## src/design/hcpr_pkg.sv

```systemverilog
// Shared types and constants of the hires colour pixel renderer.
`default_nettype none
package hcpr_pkg;

    localparam int BYTES_PER_LINE  = 40;
    localparam int PIXELS_PER_BYTE = 7;
    localparam int COL_W           = 6;
    localparam int LINE_W          = 8;
    localparam int X_W             = 9;
    localparam int IDX_W           = 3;
    localparam int WIN_W           = PIXELS_PER_BYTE + 2;
    localparam int Q_DEPTH         = 4;
    localparam int Q_AW            = 2;
    localparam int Q_CW            = 3;

    localparam logic [COL_W-1:0] LAST_COL   = COL_W'(BYTES_PER_LINE - 1);
    localparam logic [IDX_W-1:0] LAST_IDX   = IDX_W'(PIXELS_PER_BYTE - 1);
    localparam int               GROUP_BIT  = 7;

    typedef enum logic [2:0] {
        C_BLACK  = 3'd0,
        C_WHITE  = 3'd1,
        C_VIOLET = 3'd2,
        C_GREEN  = 3'd3,
        C_BLUE   = 3'd4,
        C_ORANGE = 3'd5
    } t_colour;

    // One byte ready to draw: its 9-bit neighbour window and placement.
    typedef struct packed {
        logic [WIN_W-1:0]  win;
        logic              group;
        logic [X_W-1:0]    xbase;
        logic [LINE_W-1:0] line;
        logic              last;
    } t_job;

    // Queue status seen by the producer and the consumer.
    typedef struct packed {
        logic full;
        logic empty;
    } t_q_status;

endpackage
`default_nettype wire

```

## src/design/hcpr_front.sv

```systemverilog
// Front end: accepts bytes, tracks the held byte and builds draw jobs.
`default_nettype none
module hcpr_front (
    input  wire logic                        i_clk,
    input  wire logic                        i_rst_n,
    input  wire logic                        i_in_valid,
    output logic                             o_in_stall,
    input  wire logic [7:0]                  i_pixel_byte,
    input  wire logic [hcpr_pkg::COL_W-1:0]  i_column,
    input  wire logic [hcpr_pkg::LINE_W-1:0] i_line,
    input  wire hcpr_pkg::t_q_status         i_q_status,
    output logic                             o_push,
    output hcpr_pkg::t_job                   o_push_job
);

    logic [7:0]                  r_held_byte;
    logic                        r_held_valid;
    logic [hcpr_pkg::LINE_W-1:0] r_held_line;
    logic [hcpr_pkg::COL_W-1:0]  r_held_col;
    logic                        r_bit_before;
    hcpr_pkg::t_job              r_pend;
    logic                        r_pend_valid;

    logic           w_acc;
    logic           w_follows;
    logic           w_has_b;
    logic           w_prev;
    hcpr_pkg::t_job w_job_a;
    hcpr_pkg::t_job w_job_b;

    assign o_in_stall = r_pend_valid || i_q_status.full;
    assign w_acc      = i_in_valid && !o_in_stall;
    assign w_follows  = r_held_valid && (i_line == r_held_line)
                        && ({1'b0, i_column} == ({1'b0, r_held_col} + 7'd1));
    assign w_has_b    = (i_column >= hcpr_pkg::LAST_COL);
    assign w_prev     = w_follows && (i_column != '0) && r_held_byte[6];

    always_comb begin
        w_job_a.win   = {w_follows && i_pixel_byte[0], r_held_byte[6:0], r_bit_before};
        w_job_a.group = r_held_byte[hcpr_pkg::GROUP_BIT];
        w_job_a.xbase = {r_held_col, 3'b000} - {3'b000, r_held_col};
        w_job_a.line  = r_held_line;
        w_job_a.last  = !w_has_b;

        w_job_b.win   = {1'b0, i_pixel_byte[6:0], w_prev};
        w_job_b.group = i_pixel_byte[hcpr_pkg::GROUP_BIT];
        w_job_b.xbase = {i_column, 3'b000} - {3'b000, i_column};
        w_job_b.line  = i_line;
        w_job_b.last  = 1'b1;
    end

    always_comb begin
        o_push     = (w_acc && (r_held_valid || w_has_b))
                     || (r_pend_valid && !i_q_status.full);
        o_push_job = r_pend_valid ? r_pend : (r_held_valid ? w_job_a : w_job_b);
    end

    always_ff @(posedge i_clk) begin
        if (!i_rst_n) begin
            r_held_valid <= 1'b0;
            r_pend_valid <= 1'b0;
            r_held_byte  <= '0;
            r_held_line  <= '0;
            r_held_col   <= '0;
            r_bit_before <= 1'b0;
        end else begin
            if (r_pend_valid && !i_q_status.full) begin
                r_pend_valid <= 1'b0;
            end
            if (w_acc) begin
                if (w_has_b) begin
                    r_held_valid <= 1'b0;
                    if (r_held_valid) begin
                        r_pend_valid <= 1'b1;
                    end
                end else begin
                    r_held_valid <= 1'b1;
                    r_held_byte  <= i_pixel_byte;
                    r_held_line  <= i_line;
                    r_held_col   <= i_column;
                    r_bit_before <= w_prev;
                end
            end
        end
    end

    always_ff @(posedge i_clk) begin
        if (w_acc) begin
            r_pend <= w_job_b;
        end
    end

endmodule
`default_nettype wire

```

## src/design/hcpr_queue.sv

```systemverilog
// Short job queue between the front end and the pixel sequencer.
`default_nettype none
module hcpr_queue (
    input  wire logic           i_clk,
    input  wire logic           i_rst_n,
    input  wire logic           i_push,
    input  wire hcpr_pkg::t_job i_push_job,
    input  wire logic           i_pop,
    output hcpr_pkg::t_job      o_head,
    output hcpr_pkg::t_q_status o_status
);

    hcpr_pkg::t_job                r_slot [hcpr_pkg::Q_DEPTH];
    logic [hcpr_pkg::Q_AW-1:0]     r_wr;
    logic [hcpr_pkg::Q_AW-1:0]     r_rd;
    logic [hcpr_pkg::Q_CW-1:0]     r_count;
    logic                          w_do_push;
    logic                          w_do_pop;

    assign o_status.full  = (r_count == hcpr_pkg::Q_CW'(hcpr_pkg::Q_DEPTH));
    assign o_status.empty = (r_count == '0);
    assign w_do_push      = i_push && !o_status.full;
    assign w_do_pop       = i_pop && !o_status.empty;
    assign o_head         = r_slot[r_rd];

    always_ff @(posedge i_clk) begin
        if (!i_rst_n) begin
            r_wr    <= '0;
            r_rd    <= '0;
            r_count <= '0;
        end else begin
            if (w_do_push) begin
                r_wr <= r_wr + 1'b1;
            end
            if (w_do_pop) begin
                r_rd <= r_rd + 1'b1;
            end
            if (w_do_push && !w_do_pop) begin
                r_count <= r_count + 1'b1;
            end else if (w_do_pop && !w_do_push) begin
                r_count <= r_count - 1'b1;
            end
        end
    end

    always_ff @(posedge i_clk) begin
        if (w_do_push) begin
            r_slot[r_wr] <= i_push_job;
        end
    end

endmodule
`default_nettype wire

```

## src/design/hcpr_back.sv

```systemverilog
// Back end: walks the seven pixels of each job into the output register.
`default_nettype none
module hcpr_back (
    input  wire logic                        i_clk,
    input  wire logic                        i_rst_n,
    input  wire hcpr_pkg::t_job              i_head,
    input  wire hcpr_pkg::t_q_status         i_q_status,
    output logic                             o_pop,
    output logic                             o_out_valid,
    input  wire logic                        i_out_stall,
    output logic [hcpr_pkg::X_W-1:0]         o_pixel_x,
    output logic [hcpr_pkg::LINE_W-1:0]      o_pixel_y,
    output logic [2:0]                       o_colour,
    output logic                             o_last_pixel
);

    hcpr_pkg::t_job             r_job;
    logic                       r_busy;
    logic [hcpr_pkg::IDX_W-1:0] r_idx;

    logic                       w_out_free;
    logic                       w_emit;
    logic                       w_done;
    logic [2:0]                 w_pat;
    logic [hcpr_pkg::X_W-1:0]   w_x;
    hcpr_pkg::t_colour          w_colour;

    assign w_out_free = !o_out_valid || !i_out_stall;
    assign w_emit     = r_busy && w_out_free;
    assign w_done     = w_emit && (r_idx == hcpr_pkg::LAST_IDX);
    assign o_pop      = !i_q_status.empty && (!r_busy || w_done);
    assign w_pat      = r_job.win[r_idx +: 3];
    assign w_x        = r_job.xbase + hcpr_pkg::X_W'(r_idx);

    always_comb begin
        w_colour = hcpr_pkg::C_BLACK;
        if (w_pat[1]) begin
            if (w_pat[0] || w_pat[2]) begin
                w_colour = hcpr_pkg::C_WHITE;
            end else if (r_job.group) begin
                w_colour = w_x[0] ? hcpr_pkg::C_ORANGE : hcpr_pkg::C_BLUE;
            end else begin
                w_colour = w_x[0] ? hcpr_pkg::C_GREEN : hcpr_pkg::C_VIOLET;
            end
        end
    end

    always_ff @(posedge i_clk) begin
        if (!i_rst_n) begin
            r_busy      <= 1'b0;
            r_idx       <= '0;
            o_out_valid <= 1'b0;
        end else begin
            if (w_out_free) begin
                o_out_valid <= w_emit;
            end
            if (o_pop) begin
                r_busy <= 1'b1;
                r_idx  <= '0;
            end else if (w_done) begin
                r_busy <= 1'b0;
            end else if (w_emit) begin
                r_idx <= r_idx + 1'b1;
            end
        end
    end

    always_ff @(posedge i_clk) begin
        if (o_pop) begin
            r_job <= i_head;
        end
        if (w_emit) begin
            o_pixel_x    <= w_x;
            o_pixel_y    <= r_job.line;
            o_colour     <= w_colour;
            o_last_pixel <= r_job.last && (r_idx == hcpr_pkg::LAST_IDX);
        end
    end

endmodule
`default_nettype wire

```

## src/design/hires_colour_pixel_renderer.sv

```systemverilog
// Top level of the hires colour pixel renderer.
// Throughput: one pixel per cycle while jobs are queued and the output is not stalled, set by the pixel sequencer.
// Bytes are taken back to back while the job queue has room; a last-column byte that
// also flushes a held byte blocks input until its own job has been pushed to the queue.
// Reset (synchronous, active low) drops the held byte, empties the queue and clears o_out_valid.
`default_nettype none
module hires_colour_pixel_renderer (
    input  wire logic                        i_clk,
    input  wire logic                        i_rst_n,
    // Byte channel
    input  wire logic                        i_in_valid,
    output logic                             o_in_stall,
    input  wire logic [7:0]                  i_pixel_byte,
    input  wire logic [hcpr_pkg::COL_W-1:0]  i_column,
    input  wire logic [hcpr_pkg::LINE_W-1:0] i_line,
    // Pixel channel
    output logic                             o_out_valid,
    input  wire logic                        i_out_stall,
    output logic [hcpr_pkg::X_W-1:0]         o_pixel_x,
    output logic [hcpr_pkg::LINE_W-1:0]      o_pixel_y,
    output logic [2:0]                       o_colour,
    output logic                             o_last_pixel
);

    // Jobs flow front -> queue -> back. Each job is one byte with its full
    // neighbour window already resolved, so the back end never looks at
    // neighbouring bytes.
    logic                w_push;
    hcpr_pkg::t_job      w_push_job;
    logic                w_pop;
    hcpr_pkg::t_job      w_head;
    hcpr_pkg::t_q_status w_q_status;

    // Hold each byte until the next byte arrives; emit at once at or beyond the last column.
    hcpr_front u_front (
        .i_clk        (i_clk),
        .i_rst_n      (i_rst_n),
        .i_in_valid   (i_in_valid),
        .o_in_stall   (o_in_stall),
        .i_pixel_byte (i_pixel_byte),
        .i_column     (i_column),
        .i_line       (i_line),
        .i_q_status   (w_q_status),
        .o_push       (w_push),
        .o_push_job   (w_push_job)
    );

    // Decouple byte arrival from pixel drawing.
    hcpr_queue u_queue (
        .i_clk      (i_clk),
        .i_rst_n    (i_rst_n),
        .i_push     (w_push),
        .i_push_job (w_push_job),
        .i_pop      (w_pop),
        .o_head     (w_head),
        .o_status   (w_q_status)
    );

    // Draw one pixel per cycle into a registered output; drawing waits while the output is stalled.
    hcpr_back u_back (
        .i_clk        (i_clk),
        .i_rst_n      (i_rst_n),
        .i_head       (w_head),
        .i_q_status   (w_q_status),
        .o_pop        (w_pop),
        .o_out_valid  (o_out_valid),
        .i_out_stall  (i_out_stall),
        .o_pixel_x    (o_pixel_x),
        .o_pixel_y    (o_pixel_y),
        .o_colour     (o_colour),
        .o_last_pixel (o_last_pixel)
    );

endmodule
`default_nettype wire

```

## config.mk

```make
export PLATFORM = sky130hd
export DESIGN_NAME = hires_colour_pixel_renderer
export DESIGN_NICKNAME = d
export VERILOG_FILES = /design/src/design/hcpr_pkg.sv /design/src/design/hcpr_front.sv /design/src/design/hcpr_queue.sv /design/src/design/hcpr_back.sv /design/src/design/hires_colour_pixel_renderer.sv
export SDC_FILE = /design/constraint.sdc
export NUM_CORES = 1
export LEC_CHECK = 0
export ABC_AREA = 1
export BUFFER_PORTS_ARGS = -buffer_cell sky130_fd_sc_hd__buf_2
export CAP_MARGIN = 20
export CORE_ASPECT_RATIO = 1.4
export CORE_MARGIN = 2
export CORE_UTILIZATION = 55
export CTS_CLUSTER_DIAMETER = 30
export DETAILED_ROUTE_END_ITERATION = 12
export PLACE_DENSITY = 0.73
export SLEW_MARGIN = 20
export SYNTH_ARGS = -nofsm -noshare
export SYNTH_HDL_FRONTEND = slang
export SYNTH_HIERARCHICAL = 1
export SYNTH_SLANG_ARGS = --single-unit
export TNS_END_PERCENT = 50
```

## constraint.sdc

```tcl
create_clock -name i_clk -period 3.1 [get_ports i_clk]
set_input_delay 0.31 -clock i_clk [delete_from_list [all_inputs] [get_ports i_clk]]
set_output_delay 0.31 -clock i_clk [all_outputs]
set_load 0.05 [all_outputs]
```

==> results.md, run 1 <==
* CTS Buf Count at 31
* Overall Global Routing Usage at 0.219
* Largest net degree at the start of global routing at 57
* Sequential fraction of the synthesis area at 0.653
* Worst Setup Start Kind: flop
* Final Hold Vio Count at 0
* Mapped cell area at 0.00979 mm²
* Vias per inst at 5.34
* Number of antenna diodes at 0
* # DRC at 0
* Synth warnings at 6
* Layout Skew at 9.35 ps
* Clock root cell: clkbuf_16
* Max IR drop VDD at 0.000739 V
* Die height at 162 µm
* H-tree depth at 1
* Detailed Route WL at 19,900 µm
* CTS-repair resized insts at 0
* PortBufs at 48
* Die width at 117 µm
* Sink Count at 226
* Starting DRT DRC Count at 420
* Hpwl dp at 12,400 µm
* Slew Limit Fails at 0
* RSZ-0062 raised after global routing: no
* Leak Pwr at 4.55 nW
* GR Util met2 at 0.398
* Area post-placement at 0.0102 mm²
* Area growth from synthesis to layout at 17.6%
* Met3 usage at 0.0291
* Final cell count without fillers at 1,258
* Core area at 0.0174 mm²
* Final min period at 2440 ps
* Status: completed
* DP Cell Count at 1,184
* Clock transition at path regs at 60 ps
* Vias in the first global route at 6,779
* Setup TNS at 0 ps
* Final Net Count at 1,045
* RR Startpoint: u_back/r_idx[1]
* Detail Route Antenna Nets at 0
* # rows at 57
* CP Class: flop to flop
* Syn avg cell area at 10.7 µm²
* Most Used Layer, Global Route: met2
* Worst reg2reg setup slack at 660 ps
* Routed length per instance at 15.8 µm
* Antenna violations before repair at 0
* Post-Synthesis Cells at 919
* Min-Delay Startpoint: i_column[0]
* Design Area, Final at 0.0115 mm²
* Layout cell share with drive strength beyond 1 at 0.143
* Grt total ovfl at 0
* Worst hold path class: input port to flop
* Crit path capture type: flop
* Maximum clock frequency at 410 MHz
* Syn nets at 967
* DR pass1 iterations at 5
* Max-cap viol count at 0
* Max_slew headroom at 0.396
* Synth area leader: edfxtp_1
* Die ar. at 0.0189 mm²
* CTS tree: done
* Synth area leaders: edfxtp_1 57%, dfxtp_1 8.0%, nand2_1 5.7%
* Final Setup Violations at 0
* GPL Wtd Cong at 0.893
* Top Ports at 49
* Synth unique cells at 36
* Worst-Skew Late Latency at 540 ps
* CP Max Fanout at 10
* Clk buf depth at 3
* Worst EP required at 3530 ps
* Met1 GRT Util at 0.263
* First-pass GRT wire length at 32,500 µm
* Vias at 6,718
* Worst-Margin Slew at 905 ps
* Starting Density at 0.563
* Synth top area share at 0.573
* Fin crit share at 0.786
* Yosys reg bits at 226
* CP arrival at 2860 ps
* PD cells at 923 mW/mm²
* CP startpoint: u_back/r_idx[1]
cell families after synthesis:
group / Yosys count / share of synthesized area
AOI/OAI and AO/OA: 191 / 0.103
buffers and inverters: 111 / 0.0511
adders and majority gates: 22 / 0.0296
and+or+nand+nor: 347 / 0.144
xor gates and xnor gates: 22 / 0.0197
DFF: 226 / 0.653
worst max-delay path, cell delays in order (launching register included):
cell and delay (ps):
dfxtp_1 560, ha_1 220, nand2_1 90, o21ai_1 200
nand2_1 90, inv_1 80, nand2_1 110, ha_1 220
inv_1 90, fa_1 400, o21ai_0 200, nor2_1 60
cell usage after synthesis, drive strengths merged:
master  instances
ha             20
dfxtp          39
o21ai          88
o211ai          1
fa              2
or2             1
xnor2          13
nand4           8
o22ai          28
clkinv          2
edfxtp        187
nand2         156
and3            1
a21oi          70
xor2            9
buf            18
clkbuf         17
nand3          34
nor3            3
a21o            3
inv            74
nor2          143
a31oi           1
nand3b          1
cell type report:
cell class	count	area [µm²]
fill	1353	5890
tap	236	295
inverter	76	289
timing repair buffer	80	520
multi-input combinational	582	2910
sequential	226	6400
clock inverter	25	323
clock buffer	33	783
where the power goes:
| part | internal (mW) | switching [mW] | total [mW] |
|---|---|---|---|
| logic | 0.695 | 1.85 | 2.54 |
| registers | 4.14 | 0.236 | 4.37 |
| clock network | 2.31 | 1.40 | 3.71 |
through the flow:
stage	hold slack (ps)	util	power [mW]	worst slack [ps]
2_1_floorplan	400	-	6.36	279
3_3_place_gp	401	0.589	6.88	615
3_5_place_dp	406	0.589	6.96	522
4_1_cts	37.1	0.662	10.7	642
5_1_grt	62.9	0.662	11.2	437
6_report	56.3	0.662	10.6	662
layer usage:
metal / wire [µm] / up-vias
met5: 0 / -
met4: 504 / 0
met3: 1050 / 37
met2: 10400 / 206
met1: 8000 / 3154
li1: - / 3321
layout by cell type, fill, tap and decap left out, types with 2 or more instances in the layout:
cell type	count
inv_8	5
clkinvlp_4	6
nand2_2	7
nor2_2	7
bufinv_16	5
nor2_1	136
clkbuf_1	2
inv_1	65
a21o_1	3
buf_2	48
ha_1	20
xor2_1	9
nor3_1	3
xnor2_1	13
clkinv_2	3
dfxtp_1	39
fa_1	2
buf_4	16
o22ai_1	28
nand2_1	149
inv_2	8
o21ai_0	68
nand4_1	8
clkbuf_16	31
edfxtp_1	187
nand3_1	33
inv_6	7
dlygate4sd3_1	16
o21ai_1	20
a21oi_1	69
state kept, by name, indices dropped and copies added (netlist names), 2 cells and up, named ones only:
signal               count
u_queue/r_wr             2
u_queue/r_slot         112
u_queue/r_count          3
u_back/o_pixel_y         8
u_front/r_held_byte      8
u_back/o_pixel_x         9
u_queue/r_rd             2
u_back/o_colour          3
u_back/r_idx             3
u_front/r_pend          26
u_front/r_held_col       6
u_back/r_job            28
u_front/r_held_line      8
final timing paths:
kind,end,cells past startpoint
max,u_queue/r_count[1],11
min,u_front/r_pend[9],1
max reg2reg,u_queue/r_count[1],11
min reg2reg,u_back/o_pixel_y[5],0
repair_timing:
item                                    CTS  global route
hold endpoints to repair                 16             0
buffers inserted                          0             0
hold buffers                             16             0
endpoints found under the setup margin    0             0
No activity file was read; power rests on OpenSTA's default activity.
==> inputs of run 2 (changes only) <==
- ABC_AREA: 1 -> 0
- PLACE_DENSITY: 0.73 -> 0.76
- clock period: 3.1 -> 2.1 ns (I/O delays scaled with it)
==> run 2 against run 1 <==
Effect of this change: the flow now finishes with violations (negative setup slack); largest cell class unchanged; clock-buffer cell count grew 2; highest routed layer unchanged; non-clock buffer count grew 50; power grew 47%; synthesized cell count shrank 29%; global-route usage shrank 0.50 points; cell count shrank 17%; setup slack lost 730 ps; critical path type unchanged; core utilization grew 3.4 points; design area grew 4.7%; sequential share of layout area shrank 2.4 points; clock power grew 47%.
==> results.md, run 2 <==
* Status: finished, violations left
* Failing checks: negative setup slack
* Die width at 116 µm (-0.38%)
* Leak Pwr at 4.29 nW (-5.7%)
* Max FFs per register at 112 (unchanged)
* Setup TNS at -66.4 ps (-66.4 ps)
* Post-route total power at 15.7 mW (+47%)
* PortBufs at 48 (unchanged)
* Grt total ovfl at 0 (unchanged)
* Worst-Margin Slew at 708 ps (-197 ps)
* Clk buf depth at 3 (unchanged)
* Clock transition at path regs at 60 ps (about the same)
* Largest regs: u_queue/r_slot (112), u_back/r_job (28), u_front/r_pend (26)
* Syn nets at 701 (-28%)
* Vias in the first global route at 6,100 (-10%)
* Layout cell share with drive strength beyond 1 at 0.293 (+0.151)
* Antenna violations before repair at 0 (unchanged)
* Starting DRT DRC Count at 379 (-9.8%)
* # rows at 57 (unchanged)
* Synth warnings at 6 (unchanged)
* Area growth from synthesis to layout at 24.1%
* RSZ-0062 raised after global routing: yes
* CTS tree: done
* Max_slew headroom at 0.523 (+0.127)
* Max IR drop VDD at 0.000614 V (-17%)
* H-tree depth at 2 (+1)
* Layout Skew at 26.6 ps (+17.2 ps)
* Worst-Skew Late Latency at 490 ps (-50 ps)
* Post-CTS Setup Inserts at 0 (unchanged)
* GPL Wtd Cong at 0.769 (-14%)
* Fin util at 0.696 (+0.0343)
* Detail Route Antenna Nets at 0 (unchanged)
* Worst Setup Start Kind: flop
* Slew Limit Fails at 0 (unchanged)
* Final Setup Violations at 1 (+1)
* Die ar. at 0.0188 mm² (-0.76%)
* Fin crit share at 1.03 (+0.245)
* Commonest non-fill, non-tap cell in the layout: edfxtp_1
* Worst hold path class: input port to flop
* Syn avg cell area at 14.9 µm² (+40%)
* Vias per inst at 5.46 (+2.3%)
* Final Hold Vio Count at 0 (unchanged)
* Primary FF master, synth: edfxtp_1
* First-pass GRT wire length at 30,800 µm (-5.0%)
* CP arrival at 2560 ps (-300 ps)
* Count leader, synth: edfxtp_1
* Synth area leaders: edfxtp_1 58%, dfxtp_1 8.0%, mux4_2 5.6%
* Most frequent cells in the layout: 187 x edfxtp_1, 80 x nand2_1, 58 x buf_4, 48 x buf_2, 35 x clkbuf_16
* Post-synth EDFFs at 187 (unchanged)
* Max-cap viol count at 0 (unchanged)
* Hpwl dp at 12,200 µm (-1.6%)
* Clock root cell: clkbuf_16
* Number of antenna diodes at 0 (unchanged)
* Sink Count at 226 (unchanged)
* Setup ws final at -66.4 ps (-729 ps)
* PD cells at 1300 mW/mm² (+41%)
* CP Max Fanout at 2 (-8)
* Maximum clock frequency at 462 MHz (+13%)
* CTS Buf Count at 34 (+9.7%)
* Largest net degree at the start of global routing at 56 (-1.8%)
* Post-Synthesis Cells at 653 (-29%)
* Async set-reset flop share out of synthesis at 0 (unchanged)
* Sequential fraction of the synthesis area at 0.658 (+0.00513)
* Top Ports at 49 (unchanged)
* Top reg by flops: u_queue/r_slot
* Mapped cell area at 0.00972 mm² (-0.78%)
* CP Class: flop to flop
* Overall Global Routing Usage at 0.214 (-0.00504)
* Most instantiated cells after synthesis: 187 x edfxtp_1, 81 x nand2_1, 39 x dfxtp_1
* Yosys reg bits at 226 (unchanged)
* Detailed Route WL at 19,000 µm (-4.6%)
* DR pass1 iterations at 4 (-1)
* Core area at 0.0173 mm² (-0.41%)
* Crit path capture type: flop
* Routed length per instance at 18.2 µm (+15%)
* Final Net Count at 834 (-20%)
* Worst EP required at 2490 ps (-1040 ps)
* Synth top area share at 0.578 (+0.00450)
* Final min period at 2170 ps (-271 ps)
* # DRC at 0 (unchanged)
* Starting Density at 0.561 (-0.00209)
* Synth unique cells at 70 (+94%)
* Vias at 5,721 (-15%)
* Die height at 161 µm (-0.38%)
* Synth area leader: edfxtp_1
run 2: changes by cell type in the layout (fill, tap and decap cells not counted), sizes merged, moves of 27 or more:
| cell | delta |
|---|---|
| a21oi | -60 |
| buf | +50 |
| inv | -57 |
| mux4 | +28 |
| nand2 | -75 |
| nand3 | -27 |
| nor2 | -130 |
| o21ai | -57 |
| o22ai | -28 |
run 2: area by class of cell:
type / count / area, µm²
Sequential cell: 226 / 6400
Inverter: 22 / 85.1
Timing Repair Buffer: 130 / 987
Clock buffer: 35 / 876
Multi-Input combinational cell: 372 / 3160
Clock inverter: 26 / 253
Fill cell: 1149 / 5270
Tap cell: 236 / 295
run 2: cell families after synthesis:
| group | count (synthesis) | synth area share |
|---|---|---|
| muxes | 56 | 0.0959 |
| and+or+nand+nor | 157 | 0.0796 |
| DFF | 226 | 0.658 |
| AOI/OAI and AO/OA | 94 | 0.0668 |
| adders and majority gates | 22 | 0.0299 |
| buffers and inverters | 55 | 0.0308 |
| xor gates and xnor gates | 43 | 0.0388 |
run 2: path summary, 6_finish.rpt:
path                   startpoint             endpoint  slack, ps  depth (start not counted)
hold reg to reg   u_back/r_job[6]  u_back/o_pixel_y[5]        420                          0
setup / recovery  u_back/r_idx[0]   u_queue/r_count[2]        -70                         12
setup reg to reg  u_back/r_idx[0]   u_queue/r_count[2]        -70                         12
hold / removal        i_column[0]    u_front/r_pend[9]        110                          2
run 2: stage by stage:
stage          hold slack, ps  area [µm²]  setup WS [ps]  std cells
3_5_place_dp              408       10700           -374        970
5_1_grt                   120       12100           -140       1047
6_report                  111       12100          -66.4       1047
2_1_floorplan             309        9780           -510        653
4_1_cts                   101       12000          -58.0       1047
3_3_place_gp              403       10700           -266        970
run 2: power by group:
part	leakage [nW]	internal, mW	switching, mW	total (mW)
Clock	0.542	3.36	2.08	5.44
Combinational	1.70	1.55	2.32	3.87
Sequential	2.05	5.98	0.371	6.35
Total	4.29	10.9	4.77	15.7
run 2: worst max-delay path, stage by stage (launching register included):
cell,delay (ps)
dfxtp_2,360
inv_4,50
ha_4,160
nand2_4,70
o21a_4,140
nor2_4,50
o31ai_4,70
ha_4,180
inv_2,40
fa_2,350
xor2_1,150
or3_1,310
a21boi_1,150
run 2: what timing repair did:
| action | in CTS | in global routing |
|---|---|---|
| hold buffers | 16 | 0 |
| resized for setup | 7 | 18 |
| pin swaps | 2 | 3 |
| endpoints found under the setup margin | 13 | 25 |
| endpoints found under the hold margin | 19 | 0 |
run 2: metal layers:
| metal | routed length (µm) | up-vias | GRT usage |
|---|---|---|---|
| met2 | 10100 | 153 | 0.372 |
| li1 | - | 2712 | - |
| met4 | 512 | 0 | 0.0839 |
| met5 | 0 | - | 0 |
| met3 | 783 | 48 | 0.0345 |
| met1 | 7620 | 2808 | 0.265 |
==> inputs of run 3 (changes only) <==
- CORE_ASPECT_RATIO: 1.4 -> 1.2
==> run 3 against run 2 <==
Effect of this change: the flow still finishes with violations (negative setup slack); design area increased by 0.80%; clock power increased by 12%; fmax decreased by 0.71%; core utilization increased by 0.11 points; first-iteration DRC count decreased by 3.2%; critical path type unchanged; critical endpoint unchanged.
==> results.md, run 3 (synthesis results as in run 2) <==
* Status: finished, violations left
* Failing checks: negative setup slack
* Die width at 125 µm (+7.7%)
* Leak Pwr at 4.35 nW (+1.4%)
* Crit path capture type: flop
* DR pass1 iterations at 5 (+1)
* Vias at 5,849 (+2.2%)
* CP Class: flop to flop
* Most frequent cells in the layout: 187 x edfxtp_1, 80 x nand2_1, 57 x buf_4, 48 x buf_2, 37 x clkbuf_16
* Layout Skew at 14.2 ps (-12.4 ps)
* Setup ws final at -81.9 ps (-15.4 ps)
* RSZ-0062 raised after global routing: yes
* Clock root cell: clkbuf_16
* Starting Density at 0.557 (-0.00354)
* Pre-CTS WS at -390 ps (-15.9 ps)
* Largest regs: u_queue/r_slot (112), u_back/r_job (28), u_front/r_pend (26)
* Hold depth at 2 (unchanged)
* # DRC at 0 (unchanged)
* CTS Buf Count at 36 (+5.9%)
* Clock transition at path regs at 60 ps (about the same)
* Fin util at 0.697 (+0.00113)
* Final Setup Violations at 5 (+4)
* Number of antenna diodes at 0 (unchanged)
* FF-to-FF path depth at 9 (-3)
* Worst-Margin Slew at 721 ps (+12.7 ps)
* Top reg by flops: u_queue/r_slot
* Worst EP required at 2530 ps (+40 ps)
* Die ar. at 0.0188 mm² (about the same)
* FF-to-FF End: u_queue/r_count[2]
* Largest net degree at the start of global routing at 56 (unchanged)
* Min-Delay Startpoint: i_out_stall
* Setup TNS at -118 ps (-51.6 ps)
* Overall Global Routing Usage at 0.210 (-0.00315)
* Final min period at 2180 ps (+15.4 ps)
* Final Hold Vio Count at 0 (unchanged)
* Layout cell share with drive strength beyond 1 at 0.301 (+0.00752)
* Detailed Route WL at 19,500 µm (+2.6%)
* CP startpoint: u_queue/r_count[2]
* Die height at 150 µm (-7.2%)
* Area growth from synthesis to layout at 25.1%
* Sink Count at 226 (unchanged)
* Vias per inst at 5.66 (+3.5%)
* RR Startpoint: u_queue/r_count[2]
* Worst hold path class: input port to flop
* Max_slew headroom at 0.514 (-0.00855)
* Hpwl dp at 12,300 µm (+1.6%)
* Routed length per instance at 18.9 µm (+3.8%)
* CTS tree: done
* Commonest non-fill, non-tap cell in the layout: edfxtp_1
* Worst Setup Start Kind: flop
* # rows at 53 (-7.0%)
* Fin crit share at 1.04 (+0.00735)
* Vias in the first global route at 6,223 (+2.0%)
* PD cells at 1350 mW/mm² (+3.6%)
* Starting DRT DRC Count at 367 (-3.2%)
* GPL Wtd Cong at 0.784 (+2.0%)
* Max FFs per register at 112 (unchanged)
* CP arrival at 2610 ps (+50 ps)
* Final Net Count at 834 (unchanged)
* Slew Limit Fails at 0 (unchanged)
* Worst reg2reg setup slack at -80 ps (-20 ps)
* H-tree depth at 2 (unchanged)
* First-pass GRT wire length at 31,000 µm (+0.58%)
* Max-cap viol count at 0 (unchanged)
* Clk buf depth at 3 (unchanged)
* Worst Hold End: u_back/o_colour[0]
* Detail Route Antenna Nets at 0 (unchanged)
* Maximum clock frequency at 458 MHz (-0.71%)
* Antenna violations before repair at 0 (unchanged)
* Grt total ovfl at 0 (unchanged)
* Core area at 0.0174 mm² (+0.64%)
* PortBufs at 48 (unchanged)
* CP Max Fanout at 3 (+1)
* Max IR drop VDD at 0.000673 V (+9.6%)
* Worst-Skew Late Latency at 500 ps (about the same)
* Top Ports at 49 (unchanged)
## run 3: worst max-delay path, cell delays in order (launching register included)
cell and delay [ps]:
dfxtp_1 330, nor3b_2 200, a21oi_1 160, nor2b_2 240
ha_4 160, inv_2 40, fa_2 340, xor2_1 160
or3_1 330, a21boi_1 140
## run 3: worst max path at each step
stage	endpoint	slack, ps
finish	u_queue/r_count[2]	-80
global route	u_queue/r_count[2]	-170
CTS	u_queue/r_count[2]	-60
detailed placement	u_queue/r_count[2]	-390
global placement	u_queue/r_count[2]	-270
floorplan	u_queue/r_count[2]	-510
## run 3: per-layer routing
layer	routed length [µm]	global-route usage
met1	7920	0.252
met2	10300	0.377
met3	758	0.0365
met4	527	0.0906
met5	0	0
## run 3: layout make-up
type                    count  area, µm²
clock buffers              38        930
inverters                  22       85.1
fillers                  1100       5280
clock inverters            28        335
multi-input cells         372       3180
repair buffers            128        951
flip-flops and latches    226       6400
well taps                 220        275
## run 3: repair_timing
item,in CTS,in global routing
hold buffers,16,0
setup endpoints to repair,17,18
buffers inserted,1,0
resized for setup,15,13
pin swaps,3,4
endpoints found under the hold margin,25,0
## run 3: through the flow
step	total power [mW]	hold WS (ps)	cell area, µm²	std cells
floorplan	9.08	309	9780	653
global placement	9.93	405	10600	951
detailed placement	10.1	406	10600	951
CTS	16.4	94.8	12100	1034
global route	17.0	111	12200	1034
finish	16.4	102	12200	1034
## run 3: report_power, final
group / internal (mW) / switching, mW
Combinational: 1.58 / 2.37
Clock: 3.83 / 2.25
Sequential: 5.97 / 0.356
